### config.mk
export PLATFORM = sky130hd
export DESIGN_NAME = css_div
export DESIGN_NICKNAME = d
export VERILOG_FILES = /design/src/design/css_pkg.sv /design/src/design/css_div.sv
export SDC_FILE = /design/constraint.sdc
export NUM_CORES = 1
export LEC_CHECK = 0
export ABC_AREA = 0
export BUFFER_PORTS_ARGS = -buffer_cell sky130_fd_sc_hd__buf_2
export CAP_MARGIN = 20
export CORE_ASPECT_RATIO = 0.9
export CORE_MARGIN = 2
export CORE_UTILIZATION = 45
export DETAILED_ROUTE_END_ITERATION = 6
export PLACE_DENSITY = 0.68
export SYNTH_ARGS = -nofsm -noshare
export SYNTH_HDL_FRONTEND = slang
export SYNTH_SLANG_ARGS = --single-unit
export TNS_END_PERCENT = 5
### constraint.sdc
create_clock -name clk -period 2.54 [get_ports clk]
set_input_delay 0.635 -clock clk [delete_from_list [all_inputs] [get_ports clk]]
set_output_delay 0.635 -clock clk [all_outputs]
set_load 0.005 [all_outputs]
### src/design/css_pkg.sv
// Package for the clash severity statistics block.
// Holds action codes, fixed-point constants, divider status type and helpers.
// No dependencies.
package css_pkg;

    localparam logic [1:0] ACT_PAIR = 2'd0;
    localparam logic [1:0] ACT_HIST = 2'd1;
    localparam logic [1:0] ACT_LIST = 2'd2;

    localparam logic [15:0] SCORE_MAX = 16'd40960;
    localparam logic [27:0] ONE_Q12   = 28'd4096;

    localparam int DIV_QW = 28;
    localparam int DIV_DW = 32;

    localparam logic       REG_BPU = 1'b0;
    localparam logic       REG_TOP = 1'b1;

    typedef struct packed {
        logic busy;
        logic done;
    } css_div_status_t;

    function automatic logic [31:0] sat_inc32(input logic [31:0] v);
        sat_inc32 = (v == 32'hFFFF_FFFF) ? v : v + 32'd1;
    endfunction

endpackage

### src/design/css_div.sv
// Iterative restoring divider, one quotient bit per cycle.
// Depends on css_pkg for widths and the status struct.
module css_div (
    input  logic                             clk,
    input  logic                             rst_n,
    input  logic                             start,
    input  logic [css_pkg::DIV_QW-1:0]       dividend,
    input  logic [css_pkg::DIV_DW-1:0]       divisor,
    output logic [css_pkg::DIV_QW-1:0]       quotient,
    output css_pkg::css_div_status_t         status
);
    import css_pkg::*;

    logic [DIV_DW:0]   rem_reg, rem_next;
    logic [DIV_QW-1:0] quo_reg, quo_next;
    logic [DIV_DW-1:0] dsr_reg, dsr_next;
    logic [4:0]        cnt_reg, cnt_next;
    logic              busy_reg, busy_next;
    logic              done_reg, done_next;
    logic [DIV_DW:0]   trial;
    logic              fits;

    // Shift in one dividend bit and try a subtract
    always_comb
    begin
        trial     = {rem_reg[DIV_DW-1:0], quo_reg[DIV_QW-1]};
        fits      = (trial >= {1'b0, dsr_reg});
        rem_next  = rem_reg;
        quo_next  = quo_reg;
        dsr_next  = dsr_reg;
        cnt_next  = cnt_reg;
        busy_next = busy_reg;
        done_next = 1'b0;
        if (start)
        begin
            rem_next  = '0;
            quo_next  = dividend;
            dsr_next  = divisor;
            cnt_next  = 5'(DIV_QW - 1);
            busy_next = 1'b1;
        end
        else if (busy_reg)
        begin
            rem_next = fits ? trial - {1'b0, dsr_reg} : trial;
            quo_next = {quo_reg[DIV_QW-2:0], fits};
            if (cnt_reg == 5'd0)
            begin
                busy_next = 1'b0;
                done_next = 1'b1;
            end
            else
            begin
                cnt_next = cnt_reg - 5'd1;
            end
        end
    end

    always_ff @(posedge clk or negedge rst_n)
    begin
        if (!rst_n)
        begin
            cnt_reg  <= '0;
            busy_reg <= 1'b0;
            done_reg <= 1'b0;
        end
        else
        begin
            cnt_reg  <= cnt_next;
            busy_reg <= busy_next;
            done_reg <= done_next;
        end
    end

    // Payload needs no reset
    always_ff @(posedge clk)
    begin
        rem_reg <= rem_next;
        quo_reg <= quo_next;
        dsr_reg <= dsr_next;
    end

    assign quotient    = quo_reg;
    assign status.busy = busy_reg;
    assign status.done = done_reg;

endmodule
==> results by group <==
Pwr
  • Leak pwr: 3.495 nW
  • Power density over the cells: 477.9 mW/mm^2
  • Maximum vdd drop: 339.3 uV

Layout
  • Layout Area Growth over Synthesis: 33.75%
  • Antenna cell count: 0
  • Number of fill cells in the layout: 1084
  • Design Area, Final: 0.008280 sq mm
  • Nets: 892
  • Fraction of layout instances using a drive strength above 1: 38.42%
  • Footprint of the multi-input gates: 0.003603 sq mm
  • Final core occ: 61.74%
  • FF/Latch Area: 0.002618 sq mm

STA
  • Final worst slack: -0.1449 ns
  • Clock skew: 0.01640 ns
  • Setup violations, final: 21
  • Fin. max-slew vios: 0
  • RSZ-0062 raised after global routing: true
  • Slew HR: 47.91%
  • Hold Violations, Final: 0
  • Tightest Pin Transition: 0.7785 ns
  • Final period util: 105.7%
  • Fmax: 0.3725 GHz
  • Tmin final: 2.685 ns

Critical path
  • Arrival time at the worst endpoint: 2.95 ns
  • Critical Path End Type: flop
  • Critical path's slowest cell: edfxtp_1
  • Setup crit start kind: flop
  • Largest stage delay, worst path: 0.44 ns
  • Delay-heaviest family, CP: compound AO/OA/AOI/OAI gates
  • WP buf/inv: 0
  • Critical path, cell by cell: ha_4, fa_2, nand2b_4, a211oi_4, nor2_1, or3_4, a31oi_4, xor2_1, o21ai_1, a311oi_1
  • CP required: 2.81 ns
  • CP Max Fanout: 3
  • Crit path kind: reg -> reg

Synth
  • Syn_nets: 727
  • #FFs+latches synth: 99
  • Syn Std Cell Area: 0.006191 sq mm
  • Post-synthesis cell count: 629
  • Post-synth EDFFs: 60
  • Dominant synthesized flop cell: edfxtp_1
  • Mapped Avg Cell Area: 9.843 sq um
  • Sequential area share after synthesis: 42.28%
  • Async SR Flop Fraction: 7.071%
  • Yosys cell types: 76
  • Yosys Warn Count: 0

Clock tree
  • Worst skew pair latency: 0.36 ns
  • Clk buf depth: 2
  • CTS tree: built
  • CTS sink count: 99
  • CTS root buf: clkbuf_16
  • Post-CTS Hold Buffers: 0
  • Clock-pin slew on the worst setup and hold paths: 0.08 ns
  • H-tree depth: 3
  • CTS buffer count: 9

Job
  • Max-Cap Viols: 0

Floorplanning
  • Die X: 127.6 microns
  • Starting Density: 46.16%
  • Core Rows: 40
  • Core area: 0.01341 sq mm
  • I/O pin count: 93
  • Die area: 0.01471 sq mm
  • Die H: 115.3 microns

Route
  • First-pass iteration count of the detailed router: 6
  • Vias per inst: 5.716
  • # DRC: 0
  • 1st-iter DRT viols: 508
  • Via Count: 5527
  • Routed WL: 16870 microns
  • WL/cell: 17.44 microns
  • Routed Antenna Nets: 0

Global route
  • Largest net degree at the start of global routing: 30
  • GR Util All Layers: 23.02%
  • Antenna violations before repair: 0
  • First-pass GRT wire length: 26850 microns
  • Gr ovfl total: 0
  • Vias in the first global route: 5391

Run status
  • Failing checks: setup timing
  • Status: finished, violations left

Placed design
  • DP HPWL: 12060 microns
  • RD Place Congestion: 0.9075
  • Post-DP Area: 0.007386 sq mm
  • IO buf count: 92

Hold path
  • Hold Path Class: in -> async
-- synth_stat cells, drive strengths merged, types with 9 or more instances --
library cell,instances,share of area (%)
xnor2,16,2.3
ha,34,6.9
a311oi,17,2.5
o21a,10,1.4
o21ai,35,3.1
a211oi,9,1.2
mux2,27,4.9
edfxtp,60,29
nand4,18,1.8
nor3,11,0.89
nand2,38,2.3
nand3,24,1.9
buf,27,2.6
a21oi,33,3.0
inv,50,3.0
nor2,40,2.5
clkbuf,14,0.89
a21o,13,1.6
xor2,9,1.3
dfxtp,32,10
-- per-layer routing --
metal  GRT usage [%]  share of wire [%]
met1           30.87                 45
met2           37.36                 48
met3           4.607                5.1
met4           8.132                1.8
met5               0                  0
-- placed cells by master, fill, tap and decap left out, types with 18 or more instances in the layout --
cell type  netlist  layout
buf_4            7      91
mux2_2          27      27
buf_2           14      91
nand3_1         24      22
o21ai_0         25      21
a21oi_1         29      28
nor2_1          39      39
edfxtp_1        60      60
nand4_1         18      18
inv_1           50      47
nand2_1         38      38
dfxtp_1         32      32
ha_1            34      19
-- cells by family (layout without fill, tap and decap cells) --
| logic type | after synthesis | in the layout | synth area share [%] |
|---|---|---|---|
| AOI/OAI and AO/OA | 178 | 178 | 21.32 |
| xor gates and xnor gates | 25 | 25 | 3.537 |
| adders and majority gates | 35 | 35 | 7.195 |
| buffers and inverters | 91 | 261 | 6.568 |
| DFF | 99 | 99 | 42.28 |
| muxes | 28 | 28 | 5.073 |
| and+or+nand+nor | 173 | 173 | 14.03 |
-- layout make-up --
cell class / instances / share of cell area (%)
clock inverter: 6 / 1.012
sequential: 99 / 31.61
inverter: 50 / 2.267
clock buffer: 10 / 2.765
timing repair buffer: 195 / 16.29
multi-input combinational: 439 / 43.52
tap: 168 / 2.539
-- power by group --
| part | switching (mW) | internal, mW | total [mW] |
|---|---|---|---|
| clock network | 0.667 | 0.789 | 1.46 |
| registers | 0.0436 | 1.81 | 1.85 |
| logic | 0.323 | 0.324 | 0.647 |
| total | 1.03 | 2.92 | 3.96 |
-- worst paths after layout --
path                            cells past startpoint  slack (ns)   startpoint           to
worst max-delay path                               10       -0.14   dsr_reg[0]  rem_reg[20]
worst min-delay path                                1         0.1        rst_n     busy_reg
worst max register to register                     10       -0.14   dsr_reg[0]  rem_reg[20]
worst min register to register                      2        0.50  rem_reg[28]  rem_reg[28]
max in group asynchronous                           1        2.28        rst_n     done_reg
min in group clk                                    1        0.44   divisor[1]   dsr_reg[1]
-- through the flow --
step                cells  hold WS (ns)  setup TNS [ns]  power (mW)  worst slack (ns)
floorplan             629        0.3394               0       2.203           0.01280
CTS                   965       0.09112          -1.176       3.947          -0.09717
finish                967       0.09752          -1.090       3.957           -0.1449
detailed placement    942        0.4770          -4.205       2.454           -0.3616
global placement      942        0.4718          -2.148       2.438           -0.2349
global route          967       0.09513          -3.571       4.108           -0.2302
-- what timing repair did --
action | 4_1_cts | 5_1_grt
cloned | 1 | 0
gates resized for setup | 44 | 36
setup endpoints to repair | 32 | 33
pin swaps | 15 | 18
setup buffers | 6 | 2
(Power assumes the default switching activity.)
